[src/rtl/core/group_norm_backward_defines.svh]
// Assertion macros for the group normalisation backward block.
// Included by the top level; defining ASSERT_OFF leaves the macros empty.
`ifndef GROUP_NORM_BACKWARD_DEFINES_SVH
`define GROUP_NORM_BACKWARD_DEFINES_SVH
`ifndef ASSERT_OFF
`define GNB_ASSERT_IMPL(label, clk, rst, ante, cons) \
   label: assert property (@(posedge clk) disable iff (rst) (ante) |-> (cons)) \
      else $error("group_norm_backward: assertion failed");
`define GNB_ASSERT_NEXT(label, clk, rst, ante, cons) \
   label: assert property (@(posedge clk) disable iff (rst) (ante) |=> (cons)) \
      else $error("group_norm_backward: assertion failed");
`else
`define GNB_ASSERT_IMPL(label, clk, rst, ante, cons)
`define GNB_ASSERT_NEXT(label, clk, rst, ante, cons)
`endif
`endif

[src/rtl/core/gnb_pkg.sv]
// Shared types, codes and helper functions of the group normalisation backward block.
// No dependencies.
package gnb_pkg;

   localparam int MAX_CHANNELS_DEF       = 256;
   localparam int MAX_GROUP_ELEMENTS_DEF = 1048576;

   typedef enum logic [2:0] {
      OP_START = 3'd0,
      OP_ACCUM = 3'd1,
      OP_EMIT  = 3'd2,
      OP_READ  = 3'd3,
      OP_CLEAR = 3'd4
   } opcode_type;

   typedef enum logic [1:0] {
      CSR_EPSILON   = 2'd0,
      CSR_USE_SCALE = 2'd1,
      CSR_USE_BIAS  = 2'd2
   } csr_index_type;

   typedef enum logic [4:0] {
      ACT_NONE,
      ACT_GRP_CLR,
      ACT_MEM_RD,
      ACT_CH_CLR,
      ACT_READ_OUT,
      ACT_XHAT,
      ACT_ACC_DOTS,
      ACT_ACC_DOTB,
      ACT_ACC_STORE,
      ACT_TAKE_Q,
      ACT_HOLD_HI,
      ACT_T2,
      ACT_TAKE_T3,
      ACT_NUM1,
      ACT_NUM2,
      ACT_DX,
      ACT_DX_VZ,
      ACT_OUT
   } act_type;

   typedef enum logic [2:0] {
      MUL_NONE,
      MUL_DIFF_DY,
      MUL_DY_S,
      MUL_X_DY,
      MUL_QHI_X,
      MUL_QLO_X,
      MUL_NHI_R,
      MUL_NLO_R
   } msel_type;

   typedef enum logic [1:0] {
      DIV_XHAT,
      DIV_DOTS,
      DIV_DOTB,
      DIV_ROOT
   } dsel_type;

   typedef enum logic [5:0] {
      S_IDLE, S_DISPATCH, S_GCLR, S_RRD, S_ROUT, S_CCLR,
      S_XDIV, S_XWAIT, S_XHAT,
      S_AM1, S_AM2, S_AM3, S_AWR,
      S_EDS, S_EWS, S_ETQ, S_EM1, S_EM2, S_ET2,
      S_EDB, S_EWB, S_ETB, S_EN1, S_EN2,
      S_EDR, S_EWR, S_ESQ, S_EWQ, S_EM4, S_EM5, S_EDX, S_EVZ,
      S_DONE
   } state_type;

   typedef struct packed {
      logic     load;
      act_type  act;
      msel_type msel;
      logic     div_go;
      dsel_type dsel;
      logic     sqrt_go;
   } cmd_type;

   typedef struct packed {
      logic [2:0] opcode;
      logic       s_zero;
      logic       v_zero;
      logic       div_busy;
      logic       sqrt_busy;
      logic       out_free;
   } sts_type;

   function automatic logic [63:0] sat_add64(input logic [63:0] a, input logic [63:0] b);
      logic [64:0] s;
      s = {a[63], a} + {b[63], b};
      if (s[64] != s[63]) begin
         return s[64] ? 64'h8000_0000_0000_0000 : 64'h7FFF_FFFF_FFFF_FFFF;
      end
      return s[63:0];
   endfunction

   function automatic logic [63:0] sat_sub64(input logic [63:0] a, input logic [63:0] b);
      logic [64:0] s;
      s = {a[63], a} - {b[63], b};
      if (s[64] != s[63]) begin
         return s[64] ? 64'h8000_0000_0000_0000 : 64'h7FFF_FFFF_FFFF_FFFF;
      end
      return s[63:0];
   endfunction

endpackage

[src/rtl/core/gnb_ctrl.sv]
// Controller state machine: sequences one request through the datapath.
// Depends on gnb_pkg.
module gnb_ctrl import gnb_pkg::*; (
   input  logic    clock,
   input  logic    reset,
   input  logic    req_tvalid,
   output logic    req_tready,
   input  sts_type sts,
   output cmd_type cmd
);
   state_type state_ff;
   state_type state_in;

   always_ff @(posedge clock) begin
      if (reset) begin
         state_ff <= S_IDLE;
      end else begin
         state_ff <= state_in;
      end
   end

   always_comb begin
      state_in = state_ff;
      unique case (state_ff)
         S_IDLE:     if (req_tvalid) state_in = S_DISPATCH;
         S_DISPATCH: begin
            unique case (sts.opcode)
               OP_START: state_in = S_GCLR;
               OP_ACCUM, OP_EMIT: state_in = sts.s_zero ? S_XHAT : S_XDIV;
               OP_READ:  state_in = S_RRD;
               OP_CLEAR: state_in = S_CCLR;
               default:  state_in = S_DONE;
            endcase
         end
         S_GCLR:  state_in = S_DONE;
         S_RRD:   state_in = S_ROUT;
         S_ROUT:  state_in = S_DONE;
         S_CCLR:  state_in = S_DONE;
         S_XDIV:  state_in = S_XWAIT;
         S_XWAIT: if (!sts.div_busy) state_in = S_XHAT;
         S_XHAT:  state_in = (sts.opcode == OP_ACCUM) ? S_AM1 : S_EDS;
         S_AM1:   state_in = S_AM2;
         S_AM2:   state_in = S_AM3;
         S_AM3:   state_in = S_AWR;
         S_AWR:   state_in = S_DONE;
         S_EDS:   state_in = S_EWS;
         S_EWS:   if (!sts.div_busy) state_in = S_ETQ;
         S_ETQ:   state_in = S_EM1;
         S_EM1:   state_in = S_EM2;
         S_EM2:   state_in = S_ET2;
         S_ET2:   state_in = S_EDB;
         S_EDB:   state_in = S_EWB;
         S_EWB:   if (!sts.div_busy) state_in = S_ETB;
         S_ETB:   state_in = S_EN1;
         S_EN1:   state_in = S_EN2;
         S_EN2:   state_in = sts.v_zero ? S_EVZ : S_EDR;
         S_EDR:   state_in = S_EWR;
         S_EWR:   if (!sts.div_busy) state_in = S_ESQ;
         S_ESQ:   state_in = S_EWQ;
         S_EWQ:   if (!sts.sqrt_busy) state_in = S_EM4;
         S_EM4:   state_in = S_EM5;
         S_EM5:   state_in = S_EDX;
         S_EDX:   state_in = S_DONE;
         S_EVZ:   state_in = S_DONE;
         S_DONE:  if (sts.out_free) state_in = S_IDLE;
         default: state_in = S_IDLE;
      endcase
   end

   always_comb begin
      cmd.load    = 1'b0;
      cmd.act     = ACT_NONE;
      cmd.msel    = MUL_NONE;
      cmd.div_go  = 1'b0;
      cmd.dsel    = DIV_XHAT;
      cmd.sqrt_go = 1'b0;
      req_tready  = 1'b0;
      unique case (state_ff)
         S_IDLE: begin
            req_tready = 1'b1;
            cmd.load   = req_tvalid;
         end
         S_GCLR: cmd.act = ACT_GRP_CLR;
         S_RRD:  cmd.act = ACT_MEM_RD;
         S_ROUT: cmd.act = ACT_READ_OUT;
         S_CCLR: cmd.act = ACT_CH_CLR;
         S_XDIV: begin
            cmd.div_go = 1'b1;
            cmd.dsel   = DIV_XHAT;
         end
         S_XHAT: cmd.act = ACT_XHAT;
         S_AM1: begin
            cmd.msel = MUL_DIFF_DY;
            cmd.act  = ACT_MEM_RD;
         end
         S_AM2: begin
            cmd.msel = MUL_DY_S;
            cmd.act  = ACT_ACC_DOTS;
         end
         S_AM3: begin
            cmd.msel = MUL_X_DY;
            cmd.act  = ACT_ACC_DOTB;
         end
         S_AWR: cmd.act = ACT_ACC_STORE;
         S_EDS: begin
            cmd.div_go = 1'b1;
            cmd.dsel   = DIV_DOTS;
         end
         S_ETQ: cmd.act = ACT_TAKE_Q;
         S_EM1: cmd.msel = MUL_QHI_X;
         S_EM2: begin
            cmd.msel = MUL_QLO_X;
            cmd.act  = ACT_HOLD_HI;
         end
         S_ET2: cmd.act = ACT_T2;
         S_EDB: begin
            cmd.div_go = 1'b1;
            cmd.dsel   = DIV_DOTB;
         end
         S_ETB: begin
            cmd.act  = ACT_TAKE_T3;
            cmd.msel = MUL_DY_S;
         end
         S_EN1: cmd.act = ACT_NUM1;
         S_EN2: cmd.act = ACT_NUM2;
         S_EDR: begin
            cmd.div_go = 1'b1;
            cmd.dsel   = DIV_ROOT;
         end
         S_ESQ: cmd.sqrt_go = 1'b1;
         S_EM4: cmd.msel = MUL_NHI_R;
         S_EM5: begin
            cmd.msel = MUL_NLO_R;
            cmd.act  = ACT_HOLD_HI;
         end
         S_EDX: cmd.act = ACT_DX;
         S_EVZ: cmd.act = ACT_DX_VZ;
         S_DONE: if (sts.out_free) cmd.act = ACT_OUT;
         default: ;
      endcase
   end
endmodule

[config.mk]
export PLATFORM = sky130hd
export DESIGN_NAME = gnb_ctrl
export DESIGN_NICKNAME = d
export VERILOG_FILES = /design/src/rtl/core/group_norm_backward_defines.svh /design/src/rtl/core/gnb_pkg.sv /design/src/rtl/core/gnb_ctrl.sv
export SDC_FILE = /design/constraint.sdc
export NUM_CORES = 1
export LEC_CHECK = 0
export ABC_AREA = 1
export BUFFER_PORTS_ARGS = -buffer_cell sky130_fd_sc_hd__buf_2
export CAP_MARGIN = 20
export CORE_ASPECT_RATIO = 1.1
export CORE_MARGIN = 10
export CORE_UTILIZATION = 48
export CTS_CLUSTER_SIZE = 25
export DETAILED_ROUTE_END_ITERATION = 8
export PLACE_DENSITY_LB_ADDON = 0.3
export RECOVER_POWER = 25
export SLEW_MARGIN = 20
export SYNTH_ARGS = -nofsm -noshare
export SYNTH_HDL_FRONTEND = slang
export SYNTH_SLANG_ARGS = --single-unit
[constraint.sdc]
create_clock -name clock -period 1.3 [get_ports clock]
set_input_delay 0.26 -clock clock [delete_from_list [all_inputs] [get_ports clock]]
set_output_delay 0.26 -clock clock [all_outputs]
set_load 0.05 [all_outputs]
==> out/results.txt, run 1 <==
Hold-fix buffers, CTS = 0
Yosys top cell area share = 20.8%
Post-CTS Setup Bufs = 12
Mapped Area = 0.00104 sq mm
CTS buffer count = 3
Error msg = [ERROR DPL-0038] Utilization greater than 100%, impossible to legalize
Post-cts gate resize count = 87
Final Wtd Congestion = 0.994
Exit stage = clock tree synthesis (4_1_cts)
IO Port Bufs = 24
Rows = 17
CTS Sinks = 6
Synth Area per Inst = 5.12 sq um
Ports = 25
Die width = 64.5 um
Height of the die = 68.9 um
Worst-case clock buffer depth = 2
Synth area leaders = nand2_1 21%, nand3_1 17%, dfxtp_1 11%
Starting density of the core = 51.2%
Status = did not finish
Root buf cell = clkbuf_4
DPL Wire Length = 3270 um
Yosys reg bits = 6
H-tree levels = 1
Mapped Cells = 204
Cell accounting for the most synthesized area = nand2_1
Synth warnings = 0
Net count after synthesis = 215
Sequential share of the synthesized area = 11.5%
Synth cell types = 21
## Yosys cell counts
cell type	instances
inv_1	28
a31oi_1	1
a21oi_1	4
nand2_2	1
nand2_1	58
a31o_2	1
nand3b_1	1
nor2_2	5
nand4_2	1
nor2_4	5
nand4_1	14
o21bai_1	1
inv_2	4
dfxtp_1	6
o21ai_1	1
o21ai_0	2
nor2_1	27
buf_2	3
nand3_1	36
nor3_1	4
nand3b_2	1
## cells by family after synthesis
group / count (synthesis) / synth area share (%)
AO/OA/AOI/OAI: 10 / 5.51
buffers and inverters: 35 / 12.9
flip-flops: 6 / 11.5
AND/OR/NAND/NOR: 153 / 70.1
## through the flow
step	instance area [sq um]	utilization (%)	hold slack, ps	setup WS (ps)	instances
floorplan	1140	-	319	-414	204
global placement	1630	80.0	491	-363	298
detailed placement	1630	80.0	491	-398	298
==> inputs of run 2 (changes only) <==
--- a/config.mk
+++ b/config.mk
@@ -8,12 +8,10 @@
 export ABC_AREA = 1
 export BUFFER_PORTS_ARGS = -buffer_cell sky130_fd_sc_hd__buf_2
 export CAP_MARGIN = 20
-export CORE_ASPECT_RATIO = 1.1
-export CORE_MARGIN = 10
-export CORE_UTILIZATION = 48
-export CTS_CLUSTER_SIZE = 25
+export CORE_AREA = 10 10 71 73
 export DETAILED_ROUTE_END_ITERATION = 8
-export PLACE_DENSITY_LB_ADDON = 0.3
+export DIE_AREA = 0 0 81 83
+export PLACE_DENSITY_LB_ADDON = 0.15
 export RECOVER_POWER = 25
 export SLEW_MARGIN = 20
 export SYNTH_ARGS = -nofsm -noshare
==> constraint.sdc (replaced) <==
create_clock -name clock -period 1.7 [get_ports clock]
set_input_delay 0.34 -clock clock [delete_from_list [all_inputs] [get_ports clock]]
set_output_delay 0.34 -clock clock [all_outputs]
set_load 0.05 [all_outputs]
==> run 2 against run 1 <==
- the flow now finishes, with violations (negative setup slack)
- synthesized cell count unchanged
- synthesized area did not move
==> out/results.txt, run 2 <==
Status = finished, violations left
Failing checks = negative setup slack
Flop-to-flop setup slack = 20 ps
Total GRT Usage = 12.9%
RSZ-0062 raised after global routing = true
Fillcell total = 350
Post-route cell area = 0.00207 sq mm
DRT iter0 DRCs = 146
Hold Crit Depth = 2
Peak Freq = 515 MHz
# setup viols final = 9
Height of the die = 83 um
Hold-critical path endpoint = state_ff[4]
Min Tclk post-route = 1940 ps
Setup TNS = -1480 ps
Mapped Cells = 204
Worst Setup Start Kind = register
Net count after synthesis = 215
Yosys reg bits = 6
Max rail drop VDD = 0.00155 V
Biggest register = state_ff
Root buf cell = clkbuf_8
Worst Tran Pin Value = 229 ps
Post-synth EDFFs = 0
Placed insts = 315
Biggest regs = state_ff: 6 flops
Sequential share of the synthesized area = 11.5%
DPL Wire Length = 3470 um
Setup crit end kind = output pin
Crit path kind = register to output pin
Commonest non-fill, non-tap cells in the layout = 48 x nand2_1, 41 x buf_4, 21 x nand3_1, 21 x buf_6
Final Wtd Congestion = 0.886
Routed vias/inst = 4.81
Crit-path cells = inv_2, nor2_4, buf_12, nand3_2, nand2_2, a31oi_4, nand2_1, nor2_1, nand4_1, buf_6
Final worst-path cycle share = 114%
Layout cells sized above 1 = 54.2%
Clock Pin Slew Worst Setup and Hold Paths = 40 ps
Fin. max-slew vios = 0
Count leader, synth = nand2_1
FFs w/ async S/R, synth = 0%
First-pass GRT wire length = 7250 um
Worst setup margin = -242 ps
Grt ovf = 0
Worst path max stage delay = 310 ps
Total core area = 0.00363 sq mm
Clock Latency Late Sink = 230 ps
CTS buffer count = 3
Area delta synth->final = 98.0%
Hold Vio Cnt, Final = 0
Top_reg_cell synth = dfxtp_1
Most common cell after layout, fill and taps aside = nand2_1
IO Port Bufs = 24
Synth cell types = 21
Vias = 1598
Nets = 296
Hold WC Path Type = input pin to register
Synth warnings = 0
Ant diodes = 0
CTS Sinks = 6
Starting density of the core = 28.8%
Final Skew = 3.64 ps
Yosys top cell area share = 20.8%
Routed WL per cell = 13.5 um
Relative slew slack = 84.7%
Drt first pass iters = 4
ANT nets after route = 0
Drt total wl = 4480 um
CP max-delay cell = dfxtp_2
Die width = 81 um
Ports = 25
Synth top cells by count = 58 x nand2_1, 36 x nand3_1, 28 x inv_1
R2r startpoint = state_ff[0]
Max reg flops = 6
Power Density = 1230 mW/mm^2
Synth area leaders = nand2_1 21%, nand3_1 17%, dfxtp_1 11%
Cell accounting for the most synthesized area = nand2_1
Initial antenna violation count = 0
Max-cap viol count = 0
CTS tree = built
Worst-case clock buffer depth = 2
Crit path max fanout = 14
Worst EP arrival = 1600 ps
Die footprint = 0.00672 sq mm
H-tree levels = 1
Hold Crit Start = reset
Final Non-Filler Cells = 332
Family with the most delay on the worst path = simple AND/OR/NAND/NOR gates
Remaining DRCs = 0
Leakage = 1.17 nW
Rows = 22
Mapped Area = 0.00104 sq mm
Placed cell areas = 0.00160 sq mm
Worst R2R Path Depth = 13
Vias in the first global route = 1544
Worst path required time = 1360 ps
Pin count of the biggest net entering global routing = 17
Buffers & Inverters on Critical Path = 3
Synth Area per Inst = 5.12 sq um
Crit Reg-Reg Endpoint = state_ff[2]
-- run 2: how the worst max path moves through the flow --
stage              to   startpoint  slack, ps  cells past startpoint
2_1_floorplan  cmd[8]  state_ff[4]        -90                      9
3_3_place_gp   cmd[7]  state_ff[4]        -90                      8
3_5_place_dp   cmd[7]  state_ff[4]        -80                      8
4_1_cts        cmd[8]  state_ff[3]       -190                      9
5_1_grt        cmd[8]  state_ff[4]       -300                     10
6_report       cmd[8]  state_ff[4]       -240                     10
-- run 2: report_power, final --
| group | leakage, nW | total, mW | switching (mW) | internal (mW) |
|---|---|---|---|---|
| sequential | 0.0531 | 0.302 | 0.0954 | 0.207 |
| combinational | 1.10 | 2.01 | 1.16 | 0.849 |
| clock | 0.0228 | 0.229 | 0.0676 | 0.162 |
| total | 1.17 | 2.54 | 1.32 | 1.22 |
-- run 2: per-stage QoR --
stage / utilization (%) / power, mW / hold slack (ps) / worst slack [ps]
finish: 56.9 / 2.54 / 357 / -242
detailed placement: 44.1 / 1.90 / 508 / -78.4
global route: 56.9 / 2.73 / 368 / -295
floorplan: - / 1.30 / 402 / -94.0
global placement: 44.1 / 1.90 / 505 / -93.4
CTS: 51.4 / 2.39 / 351 / -194
-- run 2: routing by layer --
| metal | up-vias | share of wire [%] | track usage, % |
|---|---|---|---|
| li1 | 827 | - | - |
| met1 | 709 | 43 | 16.9 |
| met2 | 56 | 48 | 20.9 |
| met3 | 6 | 7.1 | 3.23 |
| met4 | 0 | 1.2 | 2.19 |
| met5 | - | 0 | 0 |
-- run 2: final cells by class --
type / instances / area, sq um / share of cell area [%]
flip-flops and latches: 6 / 140 / 6.78
inverters: 32 / 123 / 5.93
well taps: 48 / 60.1 / 2.90
repair buffers: 79 / 698 / 33.8
clock buffers: 4 / 45.0 / 2.18
multi-input cells: 163 / 1000 / 48.5
-- run 2: cell families (layout without fill, tap and decap cells) --
group	count (synthesis)	after routing	synth area share, %
AND/OR/NAND/NOR	153	153	70.1
buffers and inverters	35	115	12.9
AO/OA/AOI/OAI	10	10	5.51
flip-flops	6	6	11.5
-- run 2: timing repair --
item	CTS	global route
gates resized for setup	55	41
cloned	0	0
setup buffers	5	9
hold buffers	0	0
endpoints found under the setup margin	14	18
pin swaps	13	14
endpoints found under the hold margin	0	0
Note: power is estimated with default switching activity, not from simulation.
